<file path="config.mk">
export PLATFORM = sky130hd
export DESIGN_NAME = decimal_integer_tokenizer_unit_flat
export DESIGN_NICKNAME = d
export VERILOG_FILES = /design/src/dit_pkg.sv /design/src/dit_ifs.sv /design/src/dit_scan.sv /design/src/dit_outbuf.sv /design/src/decimal_integer_tokenizer_unit.sv /design/src/flat_wrapper.sv
export SDC_FILE = /design/constraint.sdc
export NUM_CORES = 1
export LEC_CHECK = 0
export BUFFER_PORTS_ARGS = -buffer_cell sky130_fd_sc_hd__buf_2
export CORE_MARGIN = 8
export CORE_UTILIZATION = 55
export DETAILED_ROUTE_END_ITERATION = 12
export GPL_ROUTABILITY_DRIVEN = 0
export HOLD_SLACK_MARGIN = 0.15
export PLACE_DENSITY_LB_ADDON = 0.25
export SYNTH_ARGS = -nofsm -noshare
export SYNTH_HDL_FRONTEND = slang
export SYNTH_SLANG_ARGS = --single-unit
</file>
<file path="constraint.sdc">
create_clock -name clk_i -period 8.7 [get_ports clk_i]
set_input_delay 0 -clock clk_i [delete_from_list [all_inputs] [get_ports clk_i]]
set_output_delay 0 -clock clk_i [all_outputs]
set_load 0.01 [all_outputs]
</file>
<file path="src/dit_pkg.sv">
// Shared types, constants and helpers of the decimal integer tokenizer.
package dit_pkg;

  localparam int unsigned ValueBits  = 32;
  localparam int unsigned NumBits    = 32;
  localparam int unsigned MaxResults = 3;
  localparam int unsigned CntBits    = 2;
  localparam int unsigned SumBits    = ValueBits + 4;

  localparam logic [ValueBits-1:0] HalfRange = {1'b1, {(ValueBits-1){1'b0}}};

  localparam logic [7:0] CharLf        = 8'd10;
  localparam logic [7:0] CharCr        = 8'd13;
  localparam logic [7:0] CharMinus     = 8'd45;
  localparam logic [7:0] CharDot       = 8'd46;
  localparam logic [7:0] CharSlash     = 8'd47;
  localparam logic [7:0] CharZero      = 8'd48;
  localparam logic [7:0] CharNine      = 8'd57;
  localparam logic [7:0] BlankLimit    = 8'd42;
  localparam logic [7:0] CommentReset  = 8'd35;

  typedef enum logic [2:0] {
    PhSeek    = 3'd0,
    PhDigits  = 3'd1,
    PhToken   = 3'd2,
    PhBlank   = 3'd3,
    PhComment = 3'd4
  } phase_e;

  typedef enum logic [1:0] {
    KindInt = 2'd0,
    KindEol = 2'd1,
    KindEnd = 2'd2
  } kind_e;

  typedef enum logic [0:0] {
    CfgCommentChar = 1'b0,
    CfgLineMode    = 1'b1
  } cfg_reg_e;

  typedef struct packed {
    kind_e              kind;
    logic signed [31:0] value;
    logic               ovf;
    logic               run_end;
  } result_t;

  typedef struct packed {
    phase_e                 phase;
    logic [ValueBits-1:0]   acc;
    logic                   neg;
    logic                   ovf;
  } scan_state_t;

  typedef struct packed {
    logic [7:0] comment_char;
    logic       line_mode;
  } cfg_t;

  function automatic result_t num_result(logic [ValueBits-1:0] acc, logic neg, logic ovf);
    result_t                     r;
    logic signed [ValueBits-1:0] sv;
    sv        = neg ? signed'(-acc) : signed'(acc);
    r.kind    = KindInt;
    r.value   = NumBits'(sv);
    r.ovf     = ovf | (!neg && (acc == HalfRange));
    r.run_end = 1'b0;
    return r;
  endfunction

endpackage

</file>
<file path="src/dit_ifs.sv">
// Handshake interfaces: byte input, result output and register write.
interface dit_in_if;
  logic       valid;
  logic       ready;
  logic [7:0] text_byte;
  logic       final_byte;

  modport source (output valid, output text_byte, output final_byte, input ready);
  modport sink   (input valid, input text_byte, input final_byte, output ready);
endinterface

interface dit_out_if;
  import dit_pkg::*;
  logic               valid;
  logic               ready;
  kind_e              result_kind;
  logic signed [31:0] number_value;
  logic               overflowed;
  logic               run_end;

  modport source (output valid, output result_kind, output number_value, output overflowed,
                  output run_end, input ready);
  modport sink   (input valid, input result_kind, input number_value, input overflowed,
                  input run_end, output ready);
endinterface

interface dit_cfg_if;
  import dit_pkg::*;
  logic       valid;
  logic       ready;
  cfg_reg_e   index;
  logic [7:0] data;

  modport source (output valid, output index, output data, input ready);
  modport sink   (input valid, input index, input data, output ready);
endinterface

</file>
<file path="src/dit_scan.sv">
// Next-state and result logic for one text byte.
module dit_scan (
  input  dit_pkg::scan_state_t               state_i,
  input  dit_pkg::cfg_t                      cfg_i,
  input  logic [7:0]                         text_byte_i,
  input  logic                               final_byte_i,
  output dit_pkg::scan_state_t               state_o,
  output dit_pkg::result_t                   res_o [dit_pkg::MaxResults],
  output logic [dit_pkg::CntBits-1:0]        count_o
);
  import dit_pkg::*;

  logic                 is_nl;
  logic                 is_digit;
  logic [3:0]           dig;
  logic [SumBits-1:0]   acc_ext;
  logic [SumBits-1:0]   sum;
  scan_state_t          seek_st;
  logic                 seek_emit;
  result_t              seek_res;
  scan_state_t          nxt;
  logic                 do_tail;
  logic                 do_seek;
  logic                 from_blank;
  logic [3:0]           flag;
  result_t              cand [4];
  result_t              res [MaxResults];
  logic [CntBits-1:0]   idx;

  assign is_nl    = (text_byte_i == CharLf) || (text_byte_i == CharCr);
  assign is_digit = (text_byte_i >= CharZero) && (text_byte_i <= CharNine);
  assign dig      = 4'(text_byte_i - CharZero);
  assign acc_ext  = SumBits'(state_i.acc);
  assign sum      = (acc_ext << 3) + (acc_ext << 1) + SumBits'(dig);

  // outcome of a byte seen while looking for a number start
  always_comb begin
    seek_st          = state_i;
    seek_st.phase    = PhSeek;
    seek_emit        = 1'b0;
    seek_res.kind    = KindEol;
    seek_res.value   = '0;
    seek_res.ovf     = 1'b0;
    seek_res.run_end = 1'b0;
    if (is_nl) begin
      seek_emit = cfg_i.line_mode;
    end else if (text_byte_i == CharMinus) begin
      seek_st.phase = PhDigits;
      seek_st.acc   = '0;
      seek_st.neg   = 1'b1;
      seek_st.ovf   = 1'b0;
    end else if (is_digit) begin
      seek_st.phase = PhDigits;
      seek_st.acc   = ValueBits'(dig);
      seek_st.neg   = 1'b0;
      seek_st.ovf   = 1'b0;
    end else if ((text_byte_i == CharDot) || (text_byte_i == CharSlash)) begin
      seek_emit     = 1'b1;
      seek_res.kind = KindInt;
      seek_st.phase = PhToken;
    end
  end

  always_comb begin
    nxt        = state_i;
    flag       = '0;
    do_tail    = 1'b0;
    do_seek    = 1'b0;
    from_blank = 1'b0;
    unique case (state_i.phase)
      PhDigits: begin
        if (is_digit) begin
          nxt.acc = sum[ValueBits-1:0];
          if (!state_i.ovf && (sum > SumBits'(HalfRange))) begin
            nxt.ovf = 1'b1;
          end
        end else begin
          flag[0] = 1'b1;
          do_tail = 1'b1;
        end
      end
      PhToken: do_tail = 1'b1;
      PhBlank: begin
        do_tail    = 1'b1;
        from_blank = 1'b1;
      end
      PhComment: do_seek = is_nl;
      default: do_seek = 1'b1;
    endcase

    if (do_tail) begin
      priority if (is_nl) begin
        do_seek = 1'b1;
      end else if (text_byte_i == cfg_i.comment_char) begin
        nxt.phase = PhComment;
      end else if (text_byte_i < BlankLimit) begin
        nxt.phase = PhBlank;
      end else if (from_blank) begin
        do_seek = 1'b1;
      end else begin
        nxt.phase = PhToken;
      end
    end

    if (do_seek) begin
      nxt     = seek_st;
      flag[1] = seek_emit;
    end

    cand[0]         = num_result(state_i.acc, state_i.neg, state_i.ovf);
    cand[1]         = seek_res;
    cand[2]         = num_result(nxt.acc, nxt.neg, nxt.ovf);
    cand[3].kind    = KindEnd;
    cand[3].value   = '0;
    cand[3].ovf     = 1'b0;
    cand[3].run_end = 1'b0;

    if (final_byte_i) begin
      flag[2]   = (nxt.phase == PhDigits);
      flag[3]   = 1'b1;
      nxt.phase = PhSeek;
      nxt.acc   = '0;
      nxt.neg   = 1'b0;
      nxt.ovf   = 1'b0;
    end
  end

  // pack the emitted results in order
  always_comb begin
    idx = '0;
    for (int k = 0; k < MaxResults; k++) begin
      res[k] = '0;
    end
    for (int i = 0; i < 4; i++) begin
      if (flag[i] && (idx < CntBits'(MaxResults))) begin
        res[idx] = cand[i];
        idx      = idx + 1'b1;
      end
    end
    for (int k = 0; k < MaxResults; k++) begin
      res[k].run_end = ((CntBits'(k) + 1'b1) == idx);
    end
  end

  assign state_o = nxt;
  assign res_o   = res;
  assign count_o = idx;

endmodule

</file>
<file path="src/dit_outbuf.sv">
// Result buffer of up to three items drained one per cycle while the output is ready.
module dit_outbuf (
  input  logic                           clk_i,
  input  logic                           rst_ni,
  input  logic                           load_i,
  input  logic [dit_pkg::CntBits-1:0]    count_i,
  input  dit_pkg::result_t               res_i [dit_pkg::MaxResults],
  output logic                           free_o,
  dit_out_if.source                      out_o
);
  import dit_pkg::*;

  result_t            slot_q [MaxResults];
  result_t            slot_d [MaxResults];
  logic [CntBits-1:0] cnt_q;
  logic [CntBits-1:0] cnt_d;
  logic               pop;

  assign pop    = out_o.valid && out_o.ready;
  assign free_o = (cnt_q == '0) || ((cnt_q == CntBits'(1)) && out_o.ready);

  always_comb begin
    slot_d = slot_q;
    cnt_d  = cnt_q;
    if (load_i) begin
      slot_d = res_i;
      cnt_d  = count_i;
    end else if (pop) begin
      for (int k = 0; k < MaxResults - 1; k++) begin
        slot_d[k] = slot_q[k+1];
      end
      cnt_d = cnt_q - 1'b1;
    end
  end

  always_ff @(posedge clk_i or negedge rst_ni) begin
    if (!rst_ni) begin
      cnt_q <= '0;
    end else begin
      cnt_q <= cnt_d;
    end
  end

  always_ff @(posedge clk_i) begin
    slot_q <= slot_d;
  end

  assign out_o.valid        = (cnt_q != '0);
  assign out_o.result_kind  = slot_q[0].kind;
  assign out_o.number_value = slot_q[0].value;
  assign out_o.overflowed   = slot_q[0].ovf;
  assign out_o.run_end      = slot_q[0].run_end;

endmodule

</file>
<file path="src/decimal_integer_tokenizer_unit.sv">
// Decimal integer tokenizer top level.
// An accepted byte is held in an input register; its results are registered in the output buffer when it is processed.
// Throughput: one byte per cycle while each byte yields at most one result and the output is ready;
// a byte that yields several results holds up the next byte while they drain.
// Reset: scan state and buffers clear, comment_char = '#', line_mode = 0.
module decimal_integer_tokenizer_unit (
  input  logic       clk_i,
  input  logic       rst_ni,
  dit_in_if.sink     in_i,
  dit_out_if.source  out_o,
  dit_cfg_if.sink    cfg_i
);
  import dit_pkg::*;

  logic               in_valid_q;
  logic [7:0]         text_q;
  logic               fin_q;
  scan_state_t        state_q;
  scan_state_t        state_d;
  cfg_t               cfg_q;
  result_t            res [MaxResults];
  logic [CntBits-1:0] count;
  logic               free;
  logic               fire;
  logic               in_acc;

  assign fire       = in_valid_q && ((count == '0) || free);
  assign in_i.ready = !in_valid_q || fire;
  assign in_acc     = in_i.valid && in_i.ready;
  assign cfg_i.ready = 1'b1;

  always_ff @(posedge clk_i or negedge rst_ni) begin
    if (!rst_ni) begin
      in_valid_q <= 1'b0;
    end else if (in_acc) begin
      in_valid_q <= 1'b1;
    end else if (fire) begin
      in_valid_q <= 1'b0;
    end
  end

  always_ff @(posedge clk_i) begin
    if (in_acc) begin
      text_q <= in_i.text_byte;
      fin_q  <= in_i.final_byte;
    end
  end

  always_ff @(posedge clk_i or negedge rst_ni) begin
    if (!rst_ni) begin
      state_q.phase <= PhSeek;
      state_q.acc   <= '0;
      state_q.neg   <= 1'b0;
      state_q.ovf   <= 1'b0;
    end else if (fire) begin
      state_q <= state_d;
    end
  end

  always_ff @(posedge clk_i or negedge rst_ni) begin
    if (!rst_ni) begin
      cfg_q.comment_char <= CommentReset;
      cfg_q.line_mode    <= 1'b0;
    end else if (cfg_i.valid) begin
      unique case (cfg_i.index)
        CfgCommentChar: cfg_q.comment_char <= cfg_i.data;
        CfgLineMode:    cfg_q.line_mode    <= cfg_i.data[0];
        default:        cfg_q <= cfg_q;
      endcase
    end
  end

  dit_scan u_scan (
    .state_i      (state_q),
    .cfg_i        (cfg_q),
    .text_byte_i  (text_q),
    .final_byte_i (fin_q),
    .state_o      (state_d),
    .res_o        (res),
    .count_o      (count)
  );

  dit_outbuf u_outbuf (
    .clk_i   (clk_i),
    .rst_ni  (rst_ni),
    .load_i  (fire && (count != '0)),
    .count_i (count),
    .res_i   (res),
    .free_o  (free),
    .out_o   (out_o)
  );

endmodule

</file>
<file path="src/flat_wrapper.sv">
// flat-port wrapper written by rule: the top's interface ports become plain ports
module decimal_integer_tokenizer_unit_flat import dit_pkg::*;
  (clk_i, rst_ni, in_i_valid, in_i_text_byte, in_i_final_byte, in_i_ready, out_o_valid, out_o_result_kind, out_o_number_value, out_o_overflowed, out_o_run_end, out_o_ready, cfg_i_valid, cfg_i_index, cfg_i_data, cfg_i_ready);
  dit_in_if in_i_i ();
  dit_out_if out_o_i ();
  dit_cfg_if cfg_i_i ();
  input  logic clk_i;
  input  logic rst_ni;
  input wire logic [$bits(in_i_i.valid)-1:0] in_i_valid;
  input wire logic [$bits(in_i_i.text_byte)-1:0] in_i_text_byte;
  input wire logic [$bits(in_i_i.final_byte)-1:0] in_i_final_byte;
  output wire logic [$bits(in_i_i.ready)-1:0] in_i_ready;
  output wire logic [$bits(out_o_i.valid)-1:0] out_o_valid;
  output wire logic [$bits(out_o_i.result_kind)-1:0] out_o_result_kind;
  output wire logic [$bits(out_o_i.number_value)-1:0] out_o_number_value;
  output wire logic [$bits(out_o_i.overflowed)-1:0] out_o_overflowed;
  output wire logic [$bits(out_o_i.run_end)-1:0] out_o_run_end;
  input wire logic [$bits(out_o_i.ready)-1:0] out_o_ready;
  input wire logic [$bits(cfg_i_i.valid)-1:0] cfg_i_valid;
  input wire logic [$bits(cfg_i_i.index)-1:0] cfg_i_index;
  input wire logic [$bits(cfg_i_i.data)-1:0] cfg_i_data;
  output wire logic [$bits(cfg_i_i.ready)-1:0] cfg_i_ready;
  assign in_i_i.valid = in_i_valid;
  assign in_i_i.text_byte = in_i_text_byte;
  assign in_i_i.final_byte = in_i_final_byte;
  assign in_i_ready = in_i_i.ready;
  assign out_o_valid = out_o_i.valid;
  assign out_o_result_kind = out_o_i.result_kind;
  assign out_o_number_value = out_o_i.number_value;
  assign out_o_overflowed = out_o_i.overflowed;
  assign out_o_run_end = out_o_i.run_end;
  assign out_o_i.ready = out_o_ready;
  assign cfg_i_i.valid = cfg_i_valid;
  assign cfg_i_i.index = cfg_i_index;
  assign cfg_i_i.data = cfg_i_data;
  assign cfg_i_ready = cfg_i_i.ready;
  decimal_integer_tokenizer_unit u_core (.clk_i(clk_i), .rst_ni(rst_ni), .in_i(in_i_i), .out_o(out_o_i), .cfg_i(cfg_i_i));
endmodule
</file>
# --- Word level (Yosys, flattened, before mapping) ---
# Index checks and enable logic that the tools add are counted.
# Widths: inputs -> output; s select.
op_classes:
  add_sub_neg: 9
  n_mul: 0
  div_mod_pow: 0
  magnitude_cmp: 13
  n_eq_ne: 17
  shifts: 0
  n_mux: 61
  n_bitwise: 9
  n_reduce_logical: 34
op_table:
  columns: ["op", "count"]
  rows:
  - ["$mux 108", 3]
  - ["$bwmux 108", 2]
  - ["$demux 36 s2", 3]
  - ["$mux 36", 4]
  - ["$mux 72", 2]
  - ["$mux 32", 4]
  - ["$mux 37", 3]
  - ["$and 105x105->105", 1]
  - ["$not 105->105", 1]
  - ["$mux 34", 2]
  - ["$eq 32x32->1 const B", 2]
  - ["$neg 32->32", 2]
  - ["$add 35x33->36", 1]
  - ["$add 36x4->36", 1]
  - ["$gt 36x32->1 const B", 1]
  - ["$eq 8x6->1 const B", 3]
  - ["$mux 1", 22]
  - ["$mux 2", 9]
  - ["$eq 8x4->1 const B", 2]
  - ["$logic_and 1x1->1", 15]
  - ["$mux 3", 5]
  - ["$ge 3x3->1 const B", 3]
  - ["$lt 3x1->1 const B", 3]
  - ["$not 2->3", 3]
  - ["25 further kinds", 46]
totals:
  register_bits: 166
  latchBits: 0
  ram_bits: 0
  mem_bits_ro: 0
  inputBits: 23
  output_inout_bits: 39
  elab_cells: 165
  mem_count: 0

# --- Logic depth before layout (Yosys ltp) ---
logic_depth:
  depth_word: 23
  depth_mapped: 25
  depth_no_buf: 22

# --- By module ---
# Synthesis repeated with hierarchy kept, for this count alone.
unflattened:
  cells_unflattened: 1322
  area_unflattened_um2: 12946.2
by_module_without_submodules:
  columns: ["module", "n_inst", "cells_each", "area_each_um2", "seq_area_each_um2"]
  rows:
  - ["dit_scan", 1, 964, 6187.2, 0.0]
  - ["dit_outbuf", 1, 241, 4550.6, 3293.2]
  - ["decimal_integer_tokenizer_unit", 1, 117, 2208.4, 1450.1]

# --- Worst setup path before layout ---
# No wires, ideal clock.
synth_timing:
  kind: "register to register"
  from: "reg u_core.text_q[2]"
  to: "reg u_core.u_outbuf.cnt_q[0]"
  setup_time_ps: 114
  arrival_time_ps: 7195
  required_time_ps: 8586
  path_slack_ps: 1391
  stages_incl_launch_ff: 25
  n_path_buf: 3
  synth_period_minus_slack_ps: 7309
  cell_sequence: "edfxtp_1 buf_2 or3b_1 a2111oi_4 nor2_1 o21ai_2 clkbuf_1 nand4_1 and2_1 inv_1 ha_1 nor2b_1 nand2b_1 o21ai_1 inv_1 ha_1 a32o_1 o211ai_1 o221ai_1 or2_1 clkbuf_1 inv_1 a21o_1 o21ai_0 o21ai_0"
synth_via:
  elab_chain_len: 22
  word_cells_on_any_way: 57
  cone_classes: "add/sub (3); order compare (6); eq/ne (7); mux (29); reduce/logical (12)"
synth_lines:
  columns: ["item", "line", "source"]
  rows:
  - ["start: declaration", "decimal_integer_tokenizer_unit.sv:16", "logic [7:0] text_q;"]
  - ["start signal: assignment", "decimal_integer_tokenizer_unit.sv:44", "text_q <= in_i.text_byte;"]
  - ["parallel branches: the longest is 13 deep, another holds $ge 8x6->1", null, null]
  - ["$mux 2 *", "dit_scan.sv:135", "if (flag[i] && (idx < CntBits'(MaxResults))) begin"]
  - ["$lt 2x2->1", "dit_scan.sv:135", null]
  - ["$logic_and 1x1->1", "dit_scan.sv:135", null]
  - ["$mux 2 *", "dit_scan.sv:135", null]
  - ["$logic_not 2->1", "decimal_integer_tokenizer_unit.sv:27", "assign fire = in_valid_q && ((count == '0) || free);"]
  - ["$logic_or 1x1->1", "decimal_integer_tokenizer_unit.sv:27", null]
  - ["$logic_and 1x1->1", "decimal_integer_tokenizer_unit.sv:27", null]
  - ["$logic_and 1x1->1 *", "decimal_integer_tokenizer_unit.sv:86", ".load_i (fire && (count != '0)),"]
  - ["via u_core.u_outbuf.load_i", "dit_outbuf.sv:5", "input logic load_i,"]
  - ["$mux 2 / $reduce_bool 2->1 (equally long branches)", null, null]
  - ["end signal: assignment", "dit_outbuf.sv:40", "cnt_q <= cnt_d;"]
  - ["end: declaration", "dit_outbuf.sv:15", "logic [CntBits-1:0] cnt_q;"]
# Mark *: on every way through the listed nets, which the timed path passes.
# A chain may end at the register's enable or synchronous reset.

==> results.yml <==
clocking:
  ctsHoldBuffers: 29
  clock_latency_ps: 430
  cts_post_setup_buffers_inserted: 0
  clock_buffers_created_by_tritoncts: 17
  clkSinkCount: 165
  cts_buffer_depth: 2
  clkTransAtPathRegs_ps: 80
  post_cts.resized_instances: 0
  clockRootBuffer: "sky130_fd_sc_hd__clkbuf_16"
  tritoncts: "done"
  clock_tree.htree_level_count: 4
drt:
  post_drt_via_cell_ratio: 6.409
  routedWlPerCell_um: 19.85
  vias: 10810
  drt_first_pass_iters: 5
  top_signal_layer_used: "met4"
  drt-met1-wl_um: 15620
  post-route-drc-count: 0
  met2_length_um: 14470
  postRouteWirelength_um: 33470
  drtAntennaViolNets: 0
  dr.first_iter.drc_count: 1215
  met3_length_um: 2557
die:
  placement_rows: 55
  dieArea_sq_um: 27790
  floorplan.die.height_um: 166.7
  initial_core_util_pct: 55.51
  die_width_um: 166.7
  i_o_pin_cnt: 62
  placeableCoreArea_sq_um: 22500
timing:
  fin_worst_skew_ps: 17.29
  setup_viol_count_final: 0
  drv_slew: 0
  final_hold_viol_count: 0
  rsz_0062_raised_after_global_routing: "false"
  final_min_period_over_clock_period_pct: 77.99
  setup_total_negative_slack_ps: 0
  period_minus_slack_ps: 6785
  worst-slew-pin-transition_ps: 1188
  max_clock_freq_mhz: 147.4
  slew_headroom_pct: 20.38
yosys:
  synth.largest_area_cell: "sky130_fd_sc_hd__edfxtp_1"
  yosysMostFrequentCell: "sky130_fd_sc_hd__nand2_1"
  ys_async_sr_fraction_pct: 29.70
  synth_fp_nets: 1487
  flops_latches_synth: 165
  synthTopCellsByCount: "160 x sky130_fd_sc_hd__nand2_1, 116 x sky130_fd_sc_hd__edfxtp_1, 112 x sky130_fd_sc_hd__nor2_1, 95 x sky130_fd_sc_hd__o21ai_0, 78 x sky130_fd_sc_hd__a21oi_1"
  dominantRegCellSynth: "sky130_fd_sc_hd__edfxtp_1"
  synth_cells: 1387
  synth-edff-count: 116
  synth.yosys.seq_area_share_pct: 37.73
  post_synth_fa_ha_maj_area_fraction_pct: 7.833
  synth.avg_cell_area_sq_um: 9.006
  synth_top_family_by_area: "compound AO/OA/AOI/OAI gates"
  synth-compound-area-share_pct: 23.63
  synth_top_cell_area_share_pct: 27.89
  post_synth_xor_area_fraction_pct: 6.441
  netlist_area_sq_um: 12490
  synth_area_leaders: "sky130_fd_sc_hd__edfxtp_1 28%, sky130_fd_sc_hd__dfrtp_1 9.2%, sky130_fd_sc_hd__ha_1 7.5%"
  mux_cell_area_share_after_synthesis_pct: 1.292
  synthesis.yosys.warnings: 0
  post_synth_and_or_nand_nor_area_fraction_pct: 17.20
  post_synth_num_cell_types: 89
grt:
  global_route_wire_length_before_repair_um: 53880
  grt_util_all_layers_pct: 23.62
  grt_overflow: 0
  first_global_vias: 9944
  grt_max_degree: 77
  antenna_found_initial: 0
critical_path:
  timing.critical_path.max_delay_family: "simple AND/OR/NAND/NOR gates"
  startpoint_type: "flop"
  crit_type: "reg2reg"
  crit_chain: "or3b_1, a2111oi_4, nor2_1, o21ai_2, nand4_1, and2_1, inv_1, ha_1, nor2b_1, nand2b_1, o21ai_1, inv_1, ha_1, a32o_1, o211ai_1, o221ai_1, or2_2, a21oi_1, nand3_1, o21ai_0"
  cp_slowest_stage_delay_ps: 770
  timing.critical_path.required_ps: 8930
  arrival_ps: 7010
  largest_fanout_on_the_critical_path: 28
  critical_path_buf_inv_count: 2
  critical_path.endpoint_type: "flop"
  critPathSlowestCell: "sky130_fd_sc_hd__nand3_1"
placement:
  port-buffer-count: 60
  detailedPlacementHpwl_um: 24330
  place_area_sq_um: 12670
power:
  cellPowerDensity_nw_per_um2: 219.9
  max_ir_drop_vdd_v: 0.0001824
  leakagePower_nw: 5.458
finish:
  antennaDiodeCount: 0
  drive_above_1_share_pct: 10.64
  area_growth_syn_to_layout_pct: 8.424
  nets: 1488
  post-route-cell-area_sq_um: 13540
min_path:
  worstHoldPathType: "in2reg"
outcome:
  status: "finished, final reports clean"
flow_run:
  maxcap_violations: 0
==> state kept, by name (all words and copies together), names as in the netlist <==
name	flops
u_core.u_outbuf.out_o.result_kind	2
u_core.text_q	8
u_core.state_q	37
u_core.fin_q	1
u_core.in_valid_q	1
u_core.u_outbuf.out_o.run_end	1
u_core.cfg_q	9
u_core.u_outbuf.out_o.overflowed	1
u_core.u_outbuf.slot_q	71
u_core.u_outbuf.out_o.number_value	32
u_core.u_outbuf.cnt_q	2
==> worst register-to-register path, cell delays in order, from the launching register on <==
cell and delay (ps):
sky130_fd_sc_hd__edfxtp_1 540, sky130_fd_sc_hd__or3b_1 450, sky130_fd_sc_hd__a2111oi_4 500, sky130_fd_sc_hd__nor2_1 170
sky130_fd_sc_hd__o21ai_2 250, sky130_fd_sc_hd__nand4_1 230, sky130_fd_sc_hd__and2_1 250, sky130_fd_sc_hd__inv_1 100
sky130_fd_sc_hd__ha_1 240, sky130_fd_sc_hd__nor2b_1 280, sky130_fd_sc_hd__nand2b_1 110, sky130_fd_sc_hd__o21ai_1 390
sky130_fd_sc_hd__inv_1 140, sky130_fd_sc_hd__ha_1 410, sky130_fd_sc_hd__a32o_1 260, sky130_fd_sc_hd__o211ai_1 80
sky130_fd_sc_hd__o221ai_1 280, sky130_fd_sc_hd__or2_2 440, sky130_fd_sc_hd__a21oi_1 210, sky130_fd_sc_hd__nand3_1 770
sky130_fd_sc_hd__o21ai_0 500
==> report_power, final <==
part	internal [mW]	leakage [nW]	total, mW	switching (mW)
Combinational	0.354	3.41	1.02	0.664
Clock	0.407	0.278	0.756	0.348
Sequential	1.12	1.77	1.20	0.0820
==> kinds of logic after synthesis <==
logic type,Yosys count
simple gates,449
compound gates,436
flops,165
buf+inv,153
xor+xnor,91
fa+ha+maj,77
mux,15
other cells,1
==> placed cells by master (no fill, tap or decap), types with 29 or more instances in the layout <==
| cell type | count |
|---|---|
| sky130_fd_sc_hd__nor2_1 | 111 |
| sky130_fd_sc_hd__o31ai_1 | 39 |
| sky130_fd_sc_hd__dfrtp_1 | 46 |
| sky130_fd_sc_hd__ha_1 | 75 |
| sky130_fd_sc_hd__a21oi_1 | 78 |
| sky130_fd_sc_hd__a22oi_1 | 32 |
| sky130_fd_sc_hd__xnor2_1 | 53 |
| sky130_fd_sc_hd__dlygate4sd3_1 | 29 |
| sky130_fd_sc_hd__edfxtp_1 | 116 |
| sky130_fd_sc_hd__nand2_1 | 160 |
| sky130_fd_sc_hd__xor2_1 | 37 |
| sky130_fd_sc_hd__inv_1 | 33 |
| sky130_fd_sc_hd__o21ai_0 | 95 |
| sky130_fd_sc_hd__buf_2 | 60 |
==> stage by stage <==
| step | total power [mW] | util (%) | hold WS (ps) | worst slack (ps) | cells |
|---|---|---|---|---|---|
| after floorplan | 2.001 | - | -295.6 | 1391 | 1387 |
| after global placement | 2.182 | 56.31 | 152.6 | 2336 | 1625 |
| after detailed placement | 2.208 | 56.31 | 162.4 | 1983 | 1625 |
| after CTS | 2.981 | 60.18 | 173.9 | 1963 | 1686 |
| after global routing | 3.137 | 60.18 | 227.7 | 1274 | 1686 |
| final | 2.977 | 60.18 | 198.2 | 1915 | 1686 |
==> final timing paths <==
| kind | startpoint | to | slack (ps) | depth (start not counted) |
|---|---|---|---|---|
| worst max-delay path | u_core.text_q[2]$_DFFE_PP_ | u_core.u_outbuf.slot_q[67]$_DFFE_PP_ | 1920 | 20 |
| worst min-delay path | cfg_i_valid | u_core.cfg_q[1]$_DFFE_PN1P_ | 200 | 3 |
| worst max register to register | u_core.text_q[2]$_DFFE_PP_ | u_core.u_outbuf.slot_q[67]$_DFFE_PP_ | 1920 | 20 |
| worst min register to register | u_core.u_outbuf.slot_q[3]$_DFFE_PP_ | u_core.u_outbuf.slot_q[39]$_DFFE_PP_ | 520 | 2 |
| max in group asynchronous | rst_ni | u_core.state_q[2]$_DFFE_PN0P_ | 7970 | 3 |
| min in group asynchronous | rst_ni | u_core.state_q[0]$_DFFE_PN0P_ | 240 | 3 |
==> per-layer routing <==
metal  vias up  GRT usage [%]
met5         -              0
met4         0          7.442
met3        52          3.972
met2       456          35.27
met1      5151          34.33
li1       5147              -
==> area by class of cell <==
cell class,instances,area [sq um]
fillers,1888,8960
flip-flops and latches,165,4713
clock inverters,15,156.4
multi-input cells,1069,7079
inverters,33,123.9
clock buffers,17,425.4
repair buffers,102,688.2
well taps,285,356.6
(Power assumes the default switching activity.)
